===== src/sv/pixel_pair_to_bgr_converter_defines.svh =====
// assertion macros for the pixel pair to bgr converter
// no dependencies; included by the files that carry assertions
`ifndef PIXEL_PAIR_TO_BGR_CONVERTER_DEFINES_SVH
`define PIXEL_PAIR_TO_BGR_CONVERTER_DEFINES_SVH

`ifndef SYNTHESIS

`define PPBGR_ASSERT_IMPLY(label, clk, rst_n, ante, cons) \
    label: assert property (@(posedge clk) disable iff (!rst_n) (ante) |-> (cons)) \
        else $error("ppbgr assertion failed");

`define PPBGR_ASSERT_NEXT(label, clk, rst_n, ante, cons) \
    label: assert property (@(posedge clk) disable iff (!rst_n) (ante) |=> (cons)) \
        else $error("ppbgr assertion failed");

`else

`define PPBGR_ASSERT_IMPLY(label, clk, rst_n, ante, cons)

`define PPBGR_ASSERT_NEXT(label, clk, rst_n, ante, cons)

`endif

`endif


===== src/sv/ppbgr_pkg.sv =====
// shared types and constants of the pixel pair to bgr converter
// no dependencies
package ppbgr_pkg;

    localparam int SOURCE_W   = 64;
    localparam int BYTE_W     = 8;
    localparam int CFG_IDX_W  = 3;
    localparam int CFG_DATA_W = 3;

    typedef enum logic [1:0] {
        KIND_RGB       = 2'd0,
        KIND_PACKED    = 2'd1,
        KIND_COMPONENT = 2'd2
    } source_kind_t;

    typedef enum logic [CFG_IDX_W-1:0] {
        CFG_SOURCE_KIND      = 3'd0,
        CFG_BYTES_PER_PIXEL  = 3'd1,
        CFG_RED_OFFSET       = 3'd2,
        CFG_GREEN_OFFSET     = 3'd3,
        CFG_BLUE_OFFSET      = 3'd4,
        CFG_LUMA_OFFSET      = 3'd5,
        CFG_CB_OFFSET        = 3'd6,
        CFG_CHROMA_PER_PIXEL = 3'd7
    } cfg_index_t;

    // how a pixel's three bytes are treated further down
    typedef enum logic [1:0] {
        PIX_PASS = 2'd0,
        PIX_YUV  = 2'd1,
        PIX_ZERO = 2'd2
    } pix_kind_t;

    typedef struct packed {
        logic en_prod;
        logic en_sum;
        logic en_out;
    } stage_en_t;

endpackage


===== src/sv/ppbgr_if.sv =====
// channel interfaces: source pixel pair, bgr pair and config write
// depends on ppbgr_pkg
interface ppbgr_pixel_if
    import ppbgr_pkg::*;
();
    logic                valid;
    logic                ready;
    logic [SOURCE_W-1:0] source_bytes;

    modport source (output valid, output source_bytes, input ready);
    modport sink   (input valid, input source_bytes, output ready);
endinterface

interface ppbgr_bgr_if
    import ppbgr_pkg::*;
();
    logic              valid;
    logic              ready;
    logic [BYTE_W-1:0] blue_first;
    logic [BYTE_W-1:0] green_first;
    logic [BYTE_W-1:0] red_first;
    logic [BYTE_W-1:0] blue_second;
    logic [BYTE_W-1:0] green_second;
    logic [BYTE_W-1:0] red_second;

    modport source (output valid, output blue_first, output green_first, output red_first,
                    output blue_second, output green_second, output red_second,
                    input ready);
    modport sink   (input valid, input blue_first, input green_first, input red_first,
                    input blue_second, input green_second, input red_second,
                    output ready);
endinterface

interface ppbgr_cfg_if
    import ppbgr_pkg::*;
();
    logic                  valid;
    logic                  ready;
    logic [CFG_IDX_W-1:0]  index;
    logic [CFG_DATA_W-1:0] data;

    modport source (output valid, output index, output data, input ready);
    modport sink   (input valid, input index, input data, output ready);
endinterface


===== src/sv/ppbgr_pixel_csc.sv =====
// one pixel through the product, sum and clamp stages of the bt601 conversion
// depends on ppbgr_pkg
module ppbgr_pixel_csc
    import ppbgr_pkg::*;
(
    input  logic              clk,
    input  stage_en_t         stage_en,
    input  pix_kind_t         kind,
    input  logic [BYTE_W-1:0] byte0,
    input  logic [BYTE_W-1:0] byte1,
    input  logic [BYTE_W-1:0] byte2,
    output logic [BYTE_W-1:0] blue,
    output logic [BYTE_W-1:0] green,
    output logic [BYTE_W-1:0] red
);

    function automatic logic [BYTE_W-1:0] clamp_byte(input logic signed [19:0] v);
        logic [BYTE_W-1:0] r;
        if (v[19])
            r = '0;
        else if (|v[18:16])
            r = '1;
        else
            r = v[15:8];
        return r;
    endfunction

    logic signed [8:0]  c_y;
    logic signed [8:0]  d_cb;
    logic signed [8:0]  e_cr;

    pix_kind_t          kind_p_reg;
    logic [3*BYTE_W-1:0] raw_p_reg;
    logic signed [17:0] p_y_reg, p_y_next;
    logic signed [17:0] p_bd_reg, p_bd_next;
    logic signed [15:0] p_gd_reg, p_gd_next;
    logic signed [15:0] p_ge_reg, p_ge_next;
    logic signed [16:0] p_re_reg, p_re_next;

    pix_kind_t          kind_s_reg;
    logic [3*BYTE_W-1:0] raw_s_reg;
    logic signed [19:0] s_b_reg, s_b_next;
    logic signed [19:0] s_g_reg, s_g_next;
    logic signed [19:0] s_r_reg, s_r_next;

    logic [BYTE_W-1:0]  blue_reg, blue_next;
    logic [BYTE_W-1:0]  green_reg, green_next;
    logic [BYTE_W-1:0]  red_reg, red_next;

    always_comb
    begin
        c_y       = $signed({1'b0, byte0}) - 9'sd16;
        d_cb      = $signed({1'b0, byte1}) - 9'sd128;
        e_cr      = $signed({1'b0, byte2}) - 9'sd128;
        p_y_next  = 18'(c_y) * 18'sd298;
        p_bd_next = 18'(d_cb) * 18'sd516;
        p_gd_next = 16'(d_cb) * 16'sd100;
        p_ge_next = 16'(e_cr) * 16'sd208;
        p_re_next = 17'(e_cr) * 17'sd409;
    end

    always_comb
    begin
        s_b_next = 20'(p_y_reg) + 20'(p_bd_reg) + 20'sd128;
        s_g_next = 20'(p_y_reg) - 20'(p_gd_reg) - 20'(p_ge_reg) + 20'sd128;
        s_r_next = 20'(p_y_reg) + 20'(p_re_reg) + 20'sd128;
    end

    always_comb
    begin
        unique case (kind_s_reg)
            PIX_PASS:
            begin
                blue_next  = raw_s_reg[BYTE_W-1:0];
                green_next = raw_s_reg[2*BYTE_W-1:BYTE_W];
                red_next   = raw_s_reg[3*BYTE_W-1:2*BYTE_W];
            end
            PIX_YUV:
            begin
                blue_next  = clamp_byte(s_b_reg);
                green_next = clamp_byte(s_g_reg);
                red_next   = clamp_byte(s_r_reg);
            end
            default:
            begin
                blue_next  = '0;
                green_next = '0;
                red_next   = '0;
            end
        endcase
    end

    always_ff @(posedge clk)
    begin
        if (stage_en.en_prod)
        begin
            kind_p_reg <= kind;
            raw_p_reg  <= {byte2, byte1, byte0};
            p_y_reg    <= p_y_next;
            p_bd_reg   <= p_bd_next;
            p_gd_reg   <= p_gd_next;
            p_ge_reg   <= p_ge_next;
            p_re_reg   <= p_re_next;
        end
        if (stage_en.en_sum)
        begin
            kind_s_reg <= kind_p_reg;
            raw_s_reg  <= raw_p_reg;
            s_b_reg    <= s_b_next;
            s_g_reg    <= s_g_next;
            s_r_reg    <= s_r_next;
        end
        if (stage_en.en_out)
        begin
            blue_reg  <= blue_next;
            green_reg <= green_next;
            red_reg   <= red_next;
        end
    end

    assign blue  = blue_reg;
    assign green = green_reg;
    assign red   = red_reg;

endmodule


===== src/sv/pixel_pair_to_bgr_converter.sv =====
// top level of the pixel pair to bgr converter: config registers, byte pick, pipeline control
// depends on ppbgr_pkg, ppbgr_if, ppbgr_pixel_csc and the assertion macro header
//
// channel    role    beat
// pixel_in   sink    source_bytes, eight bytes for two adjacent pixels
// bgr_out    source  bgr bytes of both pixels
// cfg        sink    register index and write data, always ready
//
// one beat per cycle sustained while bgr_out is ready
// stages: byte pick, products, sums, clamp into the output register
// each stage moves when it is empty or the one after it moves, so bubbles close up
// a stall on bgr_out holds the pipe without losing or repeating a beat
// rst_n clears the stage valid bits and loads the register defaults
`include "pixel_pair_to_bgr_converter_defines.svh"

module pixel_pair_to_bgr_converter
    import ppbgr_pkg::*;
(
    input  logic         clk,
    input  logic         rst_n,
    ppbgr_pixel_if.sink  pixel_in,
    ppbgr_bgr_if.source  bgr_out,
    ppbgr_cfg_if.sink    cfg
);

    function automatic logic [BYTE_W-1:0] byte_at(input logic [SOURCE_W-1:0] w,
                                                  input logic [2:0] idx);
        return w[idx*BYTE_W +: BYTE_W];
    endfunction

    logic [1:0] source_kind_reg;
    logic [2:0] bytes_per_pixel_reg;
    logic [1:0] red_offset_reg;
    logic [1:0] green_offset_reg;
    logic [1:0] blue_offset_reg;
    logic       luma_offset_reg;
    logic [1:0] cb_offset_reg;
    logic       chroma_per_pixel_reg;

    logic v1_reg, v2_reg, v3_reg, v4_reg;
    logic adv1, adv2, adv3, adv4;
    stage_en_t stage_en;

    pix_kind_t         kind_next, kind_reg;
    logic [BYTE_W-1:0] a0_next, a1_next, a2_next;
    logic [BYTE_W-1:0] b0_next, b1_next, b2_next;
    logic [BYTE_W-1:0] a0_reg, a1_reg, a2_reg;
    logic [BYTE_W-1:0] b0_reg, b1_reg, b2_reg;

    logic [SOURCE_W-1:0] w;
    logic [2:0]          luma_idx;
    logic [2:0]          cb_idx;
    logic [2:0]          cr_idx;

    assign cfg.ready = 1'b1;

    always_ff @(posedge clk or negedge rst_n)
    begin
        if (!rst_n)
        begin
            source_kind_reg      <= 2'd0;
            bytes_per_pixel_reg  <= 3'd4;
            red_offset_reg       <= 2'd2;
            green_offset_reg     <= 2'd1;
            blue_offset_reg      <= 2'd0;
            luma_offset_reg      <= 1'b0;
            cb_offset_reg        <= 2'd1;
            chroma_per_pixel_reg <= 1'b0;
        end
        else if (cfg.valid)
        begin
            unique case (cfg_index_t'(cfg.index))
                CFG_SOURCE_KIND:      source_kind_reg      <= cfg.data[1:0];
                CFG_BYTES_PER_PIXEL:  bytes_per_pixel_reg  <= cfg.data[2:0];
                CFG_RED_OFFSET:       red_offset_reg       <= cfg.data[1:0];
                CFG_GREEN_OFFSET:     green_offset_reg     <= cfg.data[1:0];
                CFG_BLUE_OFFSET:      blue_offset_reg      <= cfg.data[1:0];
                CFG_LUMA_OFFSET:      luma_offset_reg      <= cfg.data[0];
                CFG_CB_OFFSET:        cb_offset_reg        <= cfg.data[1:0];
                CFG_CHROMA_PER_PIXEL: chroma_per_pixel_reg <= cfg.data[0];
            endcase
        end
    end

    // stage handshake, back to front
    assign adv4 = !v4_reg || bgr_out.ready;
    assign adv3 = !v3_reg || adv4;
    assign adv2 = !v2_reg || adv3;
    assign adv1 = !v1_reg || adv2;

    assign pixel_in.ready   = adv1;
    assign stage_en.en_prod = adv2;
    assign stage_en.en_sum  = adv3;
    assign stage_en.en_out  = adv4;

    always_ff @(posedge clk or negedge rst_n)
    begin
        if (!rst_n)
        begin
            v1_reg <= 1'b0;
            v2_reg <= 1'b0;
            v3_reg <= 1'b0;
            v4_reg <= 1'b0;
        end
        else
        begin
            if (adv1)
                v1_reg <= pixel_in.valid;
            if (adv2)
                v2_reg <= v1_reg;
            if (adv3)
                v3_reg <= v2_reg;
            if (adv4)
                v4_reg <= v3_reg;
        end
    end

    // byte pick
    always_comb
    begin
        w        = pixel_in.source_bytes;
        luma_idx = {2'b00, luma_offset_reg};
        cb_idx   = {1'b0, cb_offset_reg};
        cr_idx   = {1'b0, 2'(cb_offset_reg + 2'd2)};
        unique case (source_kind_t'(source_kind_reg))
            KIND_RGB:
            begin
                kind_next = PIX_PASS;
                a0_next   = byte_at(w, {1'b0, blue_offset_reg});
                a1_next   = byte_at(w, {1'b0, green_offset_reg});
                a2_next   = byte_at(w, {1'b0, red_offset_reg});
                b0_next   = byte_at(w, 3'(bytes_per_pixel_reg + {1'b0, blue_offset_reg}));
                b1_next   = byte_at(w, 3'(bytes_per_pixel_reg + {1'b0, green_offset_reg}));
                b2_next   = byte_at(w, 3'(bytes_per_pixel_reg + {1'b0, red_offset_reg}));
            end
            KIND_PACKED:
            begin
                kind_next = PIX_YUV;
                a0_next   = byte_at(w, luma_idx);
                a1_next   = byte_at(w, cb_idx);
                a2_next   = byte_at(w, cr_idx);
                b0_next   = byte_at(w, 3'(luma_idx + 3'd2));
                b1_next   = byte_at(w, cb_idx);
                b2_next   = byte_at(w, cr_idx);
            end
            KIND_COMPONENT:
            begin
                kind_next = PIX_YUV;
                a0_next   = w[7:0];
                a1_next   = w[23:16];
                a2_next   = w[31:24];
                b0_next   = w[15:8];
                b1_next   = chroma_per_pixel_reg ? w[39:32] : w[23:16];
                b2_next   = chroma_per_pixel_reg ? w[47:40] : w[31:24];
            end
            default:
            begin
                kind_next = PIX_ZERO;
                a0_next   = '0;
                a1_next   = '0;
                a2_next   = '0;
                b0_next   = '0;
                b1_next   = '0;
                b2_next   = '0;
            end
        endcase
    end

    always_ff @(posedge clk)
    begin
        if (adv1)
        begin
            kind_reg <= kind_next;
            a0_reg   <= a0_next;
            a1_reg   <= a1_next;
            a2_reg   <= a2_next;
            b0_reg   <= b0_next;
            b1_reg   <= b1_next;
            b2_reg   <= b2_next;
        end
    end

    ppbgr_pixel_csc u_first (
        .clk      (clk),
        .stage_en (stage_en),
        .kind     (kind_reg),
        .byte0    (a0_reg),
        .byte1    (a1_reg),
        .byte2    (a2_reg),
        .blue     (bgr_out.blue_first),
        .green    (bgr_out.green_first),
        .red      (bgr_out.red_first)
    );

    ppbgr_pixel_csc u_second (
        .clk      (clk),
        .stage_en (stage_en),
        .kind     (kind_reg),
        .byte0    (b0_reg),
        .byte1    (b1_reg),
        .byte2    (b2_reg),
        .blue     (bgr_out.blue_second),
        .green    (bgr_out.green_second),
        .red      (bgr_out.red_second)
    );

    assign bgr_out.valid = v4_reg;

    `PPBGR_ASSERT_NEXT(a_in_lands, clk, rst_n, pixel_in.valid && pixel_in.ready, v1_reg)
    `PPBGR_ASSERT_IMPLY(a_full_blocks, clk, rst_n, v1_reg && !adv2, !pixel_in.ready)
    `PPBGR_ASSERT_NEXT(a_sum_holds, clk, rst_n, v2_reg && !adv3, v2_reg)
    `PPBGR_ASSERT_NEXT(a_to_out, clk, rst_n, v3_reg && adv4, bgr_out.valid)

endmodule


===== src/flat_wrapper.sv =====
// flat-port wrapper written by rule: the top's interface ports become plain ports
module pixel_pair_to_bgr_converter_flat import ppbgr_pkg::*;
  (clk, rst_n, pixel_in_valid, pixel_in_source_bytes, pixel_in_ready, bgr_out_valid, bgr_out_blue_first, bgr_out_green_first, bgr_out_red_first, bgr_out_blue_second, bgr_out_green_second, bgr_out_red_second, bgr_out_ready, cfg_valid, cfg_index, cfg_data, cfg_ready);
  ppbgr_pixel_if pixel_in_i ();
  ppbgr_bgr_if bgr_out_i ();
  ppbgr_cfg_if cfg_i ();
  input  logic clk;
  input  logic rst_n;
  input wire logic [$bits(pixel_in_i.valid)-1:0] pixel_in_valid;
  input wire logic [$bits(pixel_in_i.source_bytes)-1:0] pixel_in_source_bytes;
  output wire logic [$bits(pixel_in_i.ready)-1:0] pixel_in_ready;
  output wire logic [$bits(bgr_out_i.valid)-1:0] bgr_out_valid;
  output wire logic [$bits(bgr_out_i.blue_first)-1:0] bgr_out_blue_first;
  output wire logic [$bits(bgr_out_i.green_first)-1:0] bgr_out_green_first;
  output wire logic [$bits(bgr_out_i.red_first)-1:0] bgr_out_red_first;
  output wire logic [$bits(bgr_out_i.blue_second)-1:0] bgr_out_blue_second;
  output wire logic [$bits(bgr_out_i.green_second)-1:0] bgr_out_green_second;
  output wire logic [$bits(bgr_out_i.red_second)-1:0] bgr_out_red_second;
  input wire logic [$bits(bgr_out_i.ready)-1:0] bgr_out_ready;
  input wire logic [$bits(cfg_i.valid)-1:0] cfg_valid;
  input wire logic [$bits(cfg_i.index)-1:0] cfg_index;
  input wire logic [$bits(cfg_i.data)-1:0] cfg_data;
  output wire logic [$bits(cfg_i.ready)-1:0] cfg_ready;
  assign pixel_in_i.valid = pixel_in_valid;
  assign pixel_in_i.source_bytes = pixel_in_source_bytes;
  assign pixel_in_ready = pixel_in_i.ready;
  assign bgr_out_valid = bgr_out_i.valid;
  assign bgr_out_blue_first = bgr_out_i.blue_first;
  assign bgr_out_green_first = bgr_out_i.green_first;
  assign bgr_out_red_first = bgr_out_i.red_first;
  assign bgr_out_blue_second = bgr_out_i.blue_second;
  assign bgr_out_green_second = bgr_out_i.green_second;
  assign bgr_out_red_second = bgr_out_i.red_second;
  assign bgr_out_i.ready = bgr_out_ready;
  assign cfg_i.valid = cfg_valid;
  assign cfg_i.index = cfg_index;
  assign cfg_i.data = cfg_data;
  assign cfg_ready = cfg_i.ready;
  pixel_pair_to_bgr_converter u_core (.clk(clk), .rst_n(rst_n), .pixel_in(pixel_in_i), .bgr_out(bgr_out_i), .cfg(cfg_i));
endmodule

===== config.mk =====
export PLATFORM = sky130hd
export DESIGN_NAME = pixel_pair_to_bgr_converter_flat
export DESIGN_NICKNAME = d
export VERILOG_FILES = /design/src/sv/ppbgr_pkg.sv /design/src/sv/ppbgr_if.sv /design/src/sv/ppbgr_pixel_csc.sv /design/src/sv/pixel_pair_to_bgr_converter.sv /design/src/flat_wrapper.sv
export VERILOG_INCLUDE_DIRS = /design/src /design/src/sv
export SDC_FILE = /design/constraint.sdc
export NUM_CORES = 1
export LEC_CHECK = 0
export BUFFER_PORTS_ARGS = -buffer_cell sky130_fd_sc_hd__buf_2
export CORE_ASPECT_RATIO = 0.75
export CORE_MARGIN = 5
export CORE_UTILIZATION = 37
export CTS_CLUSTER_DIAMETER = 30
export DETAILED_ROUTE_END_ITERATION = 6
export PLACE_DENSITY_LB_ADDON = 0.12
export SLEW_MARGIN = 20
export SYNTH_ARGS = -nofsm -noshare
export SYNTH_HDL_FRONTEND = slang
export SYNTH_SLANG_ARGS = --single-unit

===== constraint.sdc =====
create_clock -name clk -period 8.8 [get_ports clk]
set_input_delay 0 -clock clk [delete_from_list [all_inputs] [get_ports clk]]
set_output_delay 0 -clock clk [all_outputs]
set_load 0.02 [all_outputs]

=== After elaboration in Yosys (flattened, before gate mapping) ===
Cells that the tools add are included.

* Add/sub/neg operators: 25
* Multipliers: 10
* Eq/ne operators: 10
* Shifts and indexed selects: 10
* Muxes and demuxes: 27
* Reduce and logical (&&, ||, !) cells: 26

{| class="wikitable"
|+ Operator list
! kind !! number
|-
| indexed part select 64 x 6 -> 8 bit || 5
|-
| indexed part select 64 x 7 -> 8 bit || 4
|-
| one-hot mux 8 bit (3 select lines) || 6
|-
| two-way mux 8 bit || 14
|-
| one-hot mux 8 bit (2 select lines) || 6
|-
| adder 19 x 9 -> 20 bit, second input constant || 4
|-
| indexed part select 64 x 5 -> 8 bit || 1
|-
| adder 20 x 9 -> 20 bit, second input constant || 2
|-
| subtractor 19 x 16 -> 20 bit || 2
|-
| adder 18 x 17 -> 19 bit || 2
|-
| adder 18 x 18 -> 19 bit || 2
|-
| subtractor 18 x 16 -> 19 bit || 2
|-
| subtractor 8 x 8 -> 9 bit, second input constant || 4
|-
| multiplier 9 x 10 -> 17 bit, second input constant || 2
|-
| multiplier 9 x 9 -> 17 bit, second input constant || 2
|-
| multiplier 9 x 9 -> 16 bit, second input constant || 2
|-
| multiplier 9 x 6 -> 14 bit, second input constant || 2
|-
| multiplier 9 x 5 -> 12 bit, second input constant || 2
|-
| OR reduction 3 bit || 6
|-
| subtractor 8 x 5 -> 9 bit, second input constant || 2
|-
| AND reduction 2 bit || 8
|-
| == test 3 bit, second input constant || 4
|-
| adder 3 x 2 -> 3 bit || 3
|-
| == test 3 x 2 -> 1 bit, second input constant || 2
|-
| other kinds (11) || 19
|}

* Register bits after elaboration: 489
* Logic and storage cells: 155

=== Logic depth before layout (Yosys ltp) ===
Gate-level depths: netlist of run 1.

* Depth after elaboration: 5
* Depth in mapped cells: 18
* Mapped depth without buffers: 18

=== By module ===
Synthesis of run 1 repeated with hierarchy kept, for this count alone.

* Cell total of the unflattened synthesis: 2650
* Area total of the unflattened synthesis: 31551.5 µm²

{| class="wikitable"
|+ Modules (own cells, without submodules)
! module !! times used !! cells each !! area each (µm²) !! sequential area each (µm²)
|-
| ppbgr_pixel_csc (u_core.u_first) || 1 || 1120 || 12863.6 || 5134.9
|-
| ppbgr_pixel_csc (u_core.u_second) || 1 || 1095 || 12809.8 || 5134.9
|-
| pixel_pair_to_bgr_converter || 1 || 435 || 5878.1 || 1981.9
|}

=== Least setup slack after synthesis of run 1 ===
No wires, ideal clock.

* Path type: reg-to-reg
* From: reg u_core.v4_reg, in the netlist u_core.bgr_out.valid
* To: reg u_core.u_first.kind_p_reg[0], enable pin
* Setup time: 1.805 ns
* Arrival: 4.476 ns
* Slack: 2.518 ns
* Stages on the path, launching flop included: 3
* Buffers on the path: 0
* Clock period less this slack: 6.282 ns
* Cells stage by stage: dfrtp_1 nor2b_1 nand3_1

* Longest elaborated chain between the ends: 4

{| class="wikitable"
|+ Ends and longest elaborated chain
! item !! RTL line !! text
|-
| start: declaration || pixel_pair_to_bgr_converter.sv:40 || <nowiki>logic v1_reg, v2_reg, v3_reg, v4_reg;</nowiki>
|-
| start signal: assignment || pixel_pair_to_bgr_converter.sv:114 || <nowiki>v4_reg <= v3_reg;</nowiki>
|-
| logical NOT 1 bit || pixel_pair_to_bgr_converter.sv:86 || <nowiki>assign adv4 = !v4_reg || bgr_out.ready;</nowiki>
|-
| logical OR 1 bit || pixel_pair_to_bgr_converter.sv:86 ||
|-
| logical OR 1 bit || pixel_pair_to_bgr_converter.sv:87 || <nowiki>assign adv3 = !v3_reg || adv4;</nowiki>
|-
| logical OR 1 bit || pixel_pair_to_bgr_converter.sv:88 || <nowiki>assign adv2 = !v2_reg || adv3;</nowiki>
|-
| net u_core.adv2 || pixel_pair_to_bgr_converter.sv:41 || <nowiki>logic adv1, adv2, adv3, adv4;</nowiki>
|-
| end signal: assignment || ppbgr_pixel_csc.sv:97 || <nowiki>kind_p_reg <= kind;</nowiki>
|-
| end: declaration || ppbgr_pixel_csc.sv:32 || <nowiki>pix_kind_t kind_p_reg;</nowiki>
|}

The timed path passes the listed nets, and every way through them passes these cells.
A chain may end at the register's enable or synchronous reset.

=== Final worst setup path of run 1 ===
* From: reg u_core.b0_reg[4]
* To: reg u_core.u_second.p_y_reg[17], data pin

* Longest elaborated chain between the ends: 2

{| class="wikitable"
|+ Ends and longest elaborated chain
! item !! RTL line !! text
|-
| start: declaration || pixel_pair_to_bgr_converter.sv:48 || <nowiki>logic [BYTE_W-1:0] b0_reg, b1_reg, b2_reg;</nowiki>
|-
| start signal: assignment || pixel_pair_to_bgr_converter.sv:177 || <nowiki>b0_reg <= b0_next;</nowiki>
|-
| subtractor 8 x 5 -> 9 bit || ppbgr_pixel_csc.sv:52 || <nowiki>c_y = $signed({1'b0, byte0}) - 9'sd16;</nowiki>
|-
| multiplier 9 x 9 -> 17 bit || ppbgr_pixel_csc.sv:55 || <nowiki>p_y_next = 18'(c_y) * 18'sd298;</nowiki>
|-
| net u_core.u_second.p_y_next[17] || ppbgr_pixel_csc.sv:34 || <nowiki>logic signed [17:0] p_y_reg, p_y_next;</nowiki>
|-
| end signal: assignment || ppbgr_pixel_csc.sv:99 || <nowiki>p_y_reg <= p_y_next;</nowiki>
|-
| end: declaration || ppbgr_pixel_csc.sv:34 ||
|}

The timed path passes the listed nets, and every way through them passes these cells.

==> flow_summary_export.csv, run 1 <==
group,metric,value,unit
status,status,"finished, violations left",
worst_hold_path,hold_depth,4,
global_routing,antenna_found_initial,8,
placement,gp_congestion,0.863,
synthesis,async_flop_share,0.0467,
synthesis,synth_top_family_by_area,"adder cells",
clock_network,cts_tree,"done",
worst_hold_path,hold_class,"in2reg",
sta,max_clock_freq,0.206,GHz
sta,finalSetupTns,0,ps
worst_hold_path,hold_start,"pixel_in_source_bytes[44]",
synthesis,synthMuxAreaShare,0.102,
sta,max_slew_margin,0.221,
cells_and_area,finalNetCount,3583,
setup_path,crit_arrival,5280,ps
floorplanning,dieArea,91800,um2
clock_network,cts_buffers,96,
setup_path,start_kind,"register",
synthesis,synth_cell_types,82,
cells_and_area,fillCellCount,7917,
synthesis,synth.top_cell.area_share,0.367,
route,vias,21300,
synthesis,ys_ff_latch,407,
placement,numPortBuffers,124,
floorplanning,core,85400,um2
route,ant_nets,0,
worst_hold_path,min_to,"u_core.b2_reg[4]",
cells_and_area,register_area,12100,um2
global_routing,grt.total_usage,0.189,
clock_network,ctsHtreeMaxLevel,3,
cells_and_area,areaGrowthSynthToFinish,17.6,%
synthesis,synth-edff-count,388,
clock_network,clk_pin_slew_worst_paths,40,ps
route,wl,86700,um
floorplanning,io_pins,126,
synthesis,synthAdderAreaFrac,0.269,
synthesis,synth-simple-area-share,0.0731,
global_routing,grt_max_degree,78,
cells_and_area,multi_input_area,17900,um2
status,violations,"DRC",
setup_path,r2r_start,"u_core.b0_reg[4]",
clock_network,cts.sinks,407,
synthesis,synth_xor_area_frac,0.0387,
floorplanning,rows,93,
floorplanning,initial_utilization,0.371,
route,drt-pass1-iter-count,7,
setup_path,worstRegToRegCells,17,
route,drc,5,
setup_path,crit_type,"reg2reg",
route,via_per_inst,5.19,
setup_path,critPathMaxFanout,10,
synthesis,syn_area_per_cell,11.7,um2
synthesis,synth.area.top_cells,"edfxtp_1, ha_1, fa_1, mux4_2, inv_1",
synthesis,netlist_instances,2708,
cells_and_area,antenna_cells,0,
route,drtIter0Drc,1345,
sta,min_period_over_period,0.553,
synthesis,ys_warn_count,0,
clock_network,max-clock-path-buffers,3,
clock_network,ctsRootBufferMaster,"clkbuf_16",
setup_path,cp_data_required_time,9210,ps
setup_path,rr_endpoint,"u_core.u_second.p_y_reg[17]",
cells_and_area,drive_above_1_share,0.162,
sta,setup_viol,0,
job,maxCapViolations,0,
clock_network,clk_latency,670,ps
synthesis,ys_seq_area_frac,0.382,
global_routing,grt_pass1_wl,133000,um
sta,finClkSkew,53.4,ps
setup_path,reg2reg_slack,3940,ps
floorplanning,die_h,264,um
global_routing,grt_pass1_vias,21900,
sta,grt_setup_unrepaired,"false",
sta,drv_slew,0,
global_routing,grt-ovfl-total,0,
synthesis,netlist_area,31700,um2
setup_path,cp-end-kind,"register",
sta,worstMarginPinSlew,1160,ps
synthesis,synth-compound-area-share,0.0815,
synthesis,syn_nets,3400,
sta,finalCriticalPeriod,4860,ps
floorplanning,die_x,348,um
synthesis,synth_area_leader_cell,"edfxtp_1",
sta,final-hold-violation-count,0,
placement,hpwlAfterDp,67600,um
route,wl_per_cell,21.1,um
synthesis,ys.flop_type,"edfxtp_1",
==> cell usage after synthesis, types with 28 or more instances <==
master	count
edfxtp_1	388
nor3_1	40
a21o_1	36
nand2_1	102
xnor2_1	103
clkbuf_1	56
a31oi_1	28
mux2i_1	52
mux2_2	63
inv_1	356
mux4_2	88
xor2_1	37
ha_1	508
a21oi_1	102
fa_1	109
o21ai_0	46
nor2_1	248
==> placed cells by master, fill, tap and decap left out, types with 40 or more instances in the layout <==
cell	count
ha_1	507
edfxtp_1	388
inv_1	355
nor2_1	248
buf_2	124
fa_1	106
xnor2_1	103
a21oi_1	102
nand2_1	101
clkbuf_16	97
mux4_2	88
mux2_2	63
mux2i_1	52
o21ai_0	46
nor3_1	40
==> routing by layer <==
| layer | track usage | wire length, um | vias to the layer above |
|---|---|---|---|
| li1 | - | - | 10200 |
| met1 | 0.306 | 46000 | 10400 |
| met2 | 0.244 | 32100 | 672 |
| met3 | 0.0545 | 6840 | 126 |
| met4 | 0.0429 | 1770 | 2 |
| met5 | 0 | 13 | - |
==> metrics by stage <==
stage / setup WS, ps / area [um2] / hold WS [ps] / utilization / cells
4_1_cts: 3920 / 37300 / 0.729 / 0.437 / 4111
3_5_place_dp: 3890 / 33500 / 35.1 / 0.393 / 3896
5_1_grt: 3570 / 37300 / 37.8 / 0.437 / 4111
6_report: 3940 / 37300 / 41.6 / 0.437 / 4111
3_3_place_gp: 4030 / 33500 / 19.3 / 0.392 / 3896
2_1_floorplan: 2520 / 31700 / -296 / - / 2708
==> repair_timing <==
item,4_1_cts,5_1_grt
gates resized for setup,0,0
buffers inserted,0,0
endpoints found under the hold margin,53,0
hold buffers,37,0
==> worst max path at each step <==
stage / startpoint / end / slack [ps] / depth (start not counted)
floorplan: u_core.bgr_out.valid / u_core.u_first.kind_p_reg[0] / 2520 / 2
global placement: u_core.b0_reg[4] / u_core.u_second.p_y_reg[17] / 4030 / 17
detailed placement: u_core.b0_reg[4] / u_core.u_second.p_y_reg[17] / 3890 / 17
CTS: u_core.b0_reg[4] / u_core.u_second.p_y_reg[17] / 3920 / 17
global route: u_core.b2_reg[7] / u_core.u_second.p_re_reg[16] / 3570 / 14
finish: u_core.b0_reg[4] / u_core.u_second.p_y_reg[17] / 3940 / 17
==> cell families (layout without fill, tap and decap cells) <==
family          Yosys count  count (layout)
fa+ha+maj               617             617
flops                   407             407
other cells               1               1
xor+xnor                140             140
buf+inv                 443             706
simple gates            515             515
compound gates          381             381
mux                     204             204
==> critical path, stage by stage, from the launching register on <==
cell and delay, ps:
edfxtp_1 410, inv_1 190, ha_1 220, nor3b_1 210
buf_4 210, ha_1 240, ha_1 290, inv_1 110
fa_1 450, fa_1 540, inv_1 40, ha_1 350
o21a_1 200, nor2_1 130, nor3_1 70, a2111oi_0 660
a21oi_1 180, xnor2_1 150
==> layout make-up <==
type,instances,share of cell area
timing repair buffer,172,0.0286
sequential,407,0.325
multi-input combinational,1858,0.481
inverter,356,0.0358
clock buffer,104,0.0663
clock inverter,74,0.0254
tap,1140,0.0382
Power of run 1 is left out: the tool's default activity adds up to more than one toggle a clock period on the data nets, which glitch-free logic cannot reach.
==> run 2: changes to the inputs <==
==> constraint.sdc (replaced) <==
create_clock -name clk -period 4.2 [get_ports clk]
set_input_delay 0 -clock clk [delete_from_list [all_inputs] [get_ports clk]]
set_output_delay 0 -clock clk [all_outputs]
set_load 0.02 [all_outputs]
==> flow_summary_export.csv, run 2 (same netlist as run 1, synthesis figures left out) <==
group,metric,value,unit
placement,gp_congestion,0.901,
worst_hold_path,hold_depth,4,
clock_network,clk_latency,660,ps
route,via_per_inst,5.14,
global_routing,grt_max_degree,170,
cells_and_area,final_cell_mix,"ha_1, edfxtp_1, inv_1, nor2_1, buf_2",
setup_path,cp-end-kind,"register",
sta,finalCriticalPeriod,4180,ps
setup_path,crit_family,"adder cells",
cells_and_area,finalNetCount,3660,
cells_and_area,final_common_cell,"ha_1",
clock_network,ctsRootBufferMaster,"clkbuf_16",
setup_path,crit_path_cell_trace,"ha_4 -> ha_4 -> inv_2 -> fa_1 -> fa_2 -> inv_2 -> ha_4 -> fa_2 -> a21o_1 -> a21oi_2 -> o21ai_2 -> o41a_1 -> mux2i_1 -> a2111oi_2",
setup_path,crit_slowest_cell,"fa_2",
clock_network,cts_buffers,96,
route,drtIter0Drc,1692,
global_routing,gr-usage-met2,0.245,
clock_network,ctsHtreeMaxLevel,3,
clock_network,clk_pin_slew_worst_paths,40,ps
sta,finClkSkew,51.7,ps
sta,min_period_over_period,0.996,
global_routing,use_met1,0.301,
floorplanning,die_x,348,um
route,wl,85700,um
sta,worstMarginPinSlew,1010,ps
setup_path,critPathMaxFanout,2,
sta,setup_slack,16.8,ps
job,maxCapViolations,0,
sta,max_clock_freq,0.239,GHz
setup_path,crit_type,"reg2reg",
clock_network,cts_tree,"done",
setup_path,cp_num_buf_inv,2,
setup_path,crit_arrival,4590,ps
status,violations,"DRC",
route,drc,3,
setup_path,start_kind,"register",
global_routing,grt_pass1_wl,132000,um
worst_hold_path,min_to,"u_core.b2_reg[5]",
global_routing,grt-ovfl-total,0,
status,status,"finished, violations left",
floorplanning,initial_utilization,0.371,
placement,numPortBuffers,124,
worst_hold_path,hold_class,"in2reg",
sta,final-hold-violation-count,0,
route,drt-pass1-iter-count,7,
route,wl_per_cell,20.4,um
setup_path,worstRegToRegCells,14,
floorplanning,core,85400,um2
sta,grt_setup_unrepaired,"true",
cells_and_area,drive_above_1_share,0.203,
floorplanning,die_h,264,um
setup_path,r2r_start,"u_core.b2_reg[3]",
clock_network,max-clock-path-buffers,3,
worst_hold_path,hold_start,"pixel_in_source_bytes[45]",
setup_path,cp_data_required_time,4610,ps
sta,drv_slew,0,
placement,dp_slack,-252,ps
setup_path,cp_slowest_stage_delay,550,ps
global_routing,antenna_found_initial,4,
floorplanning,io_pins,126,
sta,setup_viol,0,
global_routing,busiest_layer,"met1",
floorplanning,rows,93,
setup_path,critPathMostFrequentCell,"ha_4",
route,ant_nets,0,
sta,max_slew_margin,0.322,
clock_network,cts.sinks,407,
setup_path,rr_endpoint,"u_core.u_second.p_re_reg[16]",
global_routing,grt.total_usage,0.186,
global_routing,use_met3,0.0438,
cells_and_area,areaGrowthSynthToFinish,20.5,%
setup_path,reg2reg_slack,20,ps
global_routing,grt_pass1_vias,21700,
floorplanning,dieArea,91800,um2
placement,hpwlAfterDp,66000,um
route,vias,21500,
run 2: cell count changes in the layout (fill, tap and decap cells not counted), moves of 5 or more:
cell and change:
inv_6 +6, buf_4 +68, inv_1 -16, a21oi_1 -6
dlygate4sd3_1 +6, inv_2 +16, a21oi_2 +6, o21ai_0 -5
ha_1 -26, bufinv_16 -8, ha_4 +24
run 2: cell type report:
class | count | area [um2]
fill | 7958 | 47200
multi-input combinational | 1858 | 18400
sequential | 407 | 12100
clock buffer | 105 | 2460
timing repair buffer | 249 | 1710
tap | 1140 | 1430
inverter | 356 | 1340
clock inverter | 75 | 769
antenna | 2 | 5.00
run 2: per-layer routing:
layer,vias to the layer above,share of wire
met5,-,0
met2,669,0.38
met1,10400,0.53
li1,10300,-
met4,0,0.019
met3,123,0.068
run 2: repair_timing:
item,CTS,global route
hold endpoints to repair,58,0
pin swaps,3,43
resized for setup,3,69
setup buffers,3,8
hold buffers,42,0
setup endpoints to repair,3,14
run 2: stage by stage:
stage	utilization	std cells	hold slack (ps)	cell area, um2	setup TNS, ps
2_1_floorplan	-	2708	-296	31800	0
3_3_place_gp	0.399	3957	3.52	34100	-47.8
4_1_cts	0.442	4182	9.33	37800	-29.7
5_1_grt	0.448	4192	34.6	38200	-298
3_5_place_dp	0.399	3957	21.3	34100	-306
6_report	0.448	4192	40.6	38200	0
run 2: worst max-delay path by stage:
stage	startpoint	to	cells past startpoint
final	u_core.b2_reg[3]	u_core.u_second.p_re_reg[16]	14
after global routing	u_core.b2_reg[3]	u_core.u_second.p_re_reg[16]	14
after CTS	u_core.b2_reg[4]	u_core.u_second.p_re_reg[16]	14
after detailed placement	u_core.b2_reg[4]	u_core.u_second.p_re_reg[16]	14
after global placement	u_core.b2_reg[4]	u_core.u_second.p_re_reg[16]	14
after floorplan	u_core.b2_reg[3]	u_core.u_second.p_re_reg[16]	14
run 2: worst min-delay path, cell delays in order:
cell,delay [ps]
buf_2,140
mux2_2,160
nand2_1,50
a31oi_1,180
Power of run 2 is left out for the same reason.
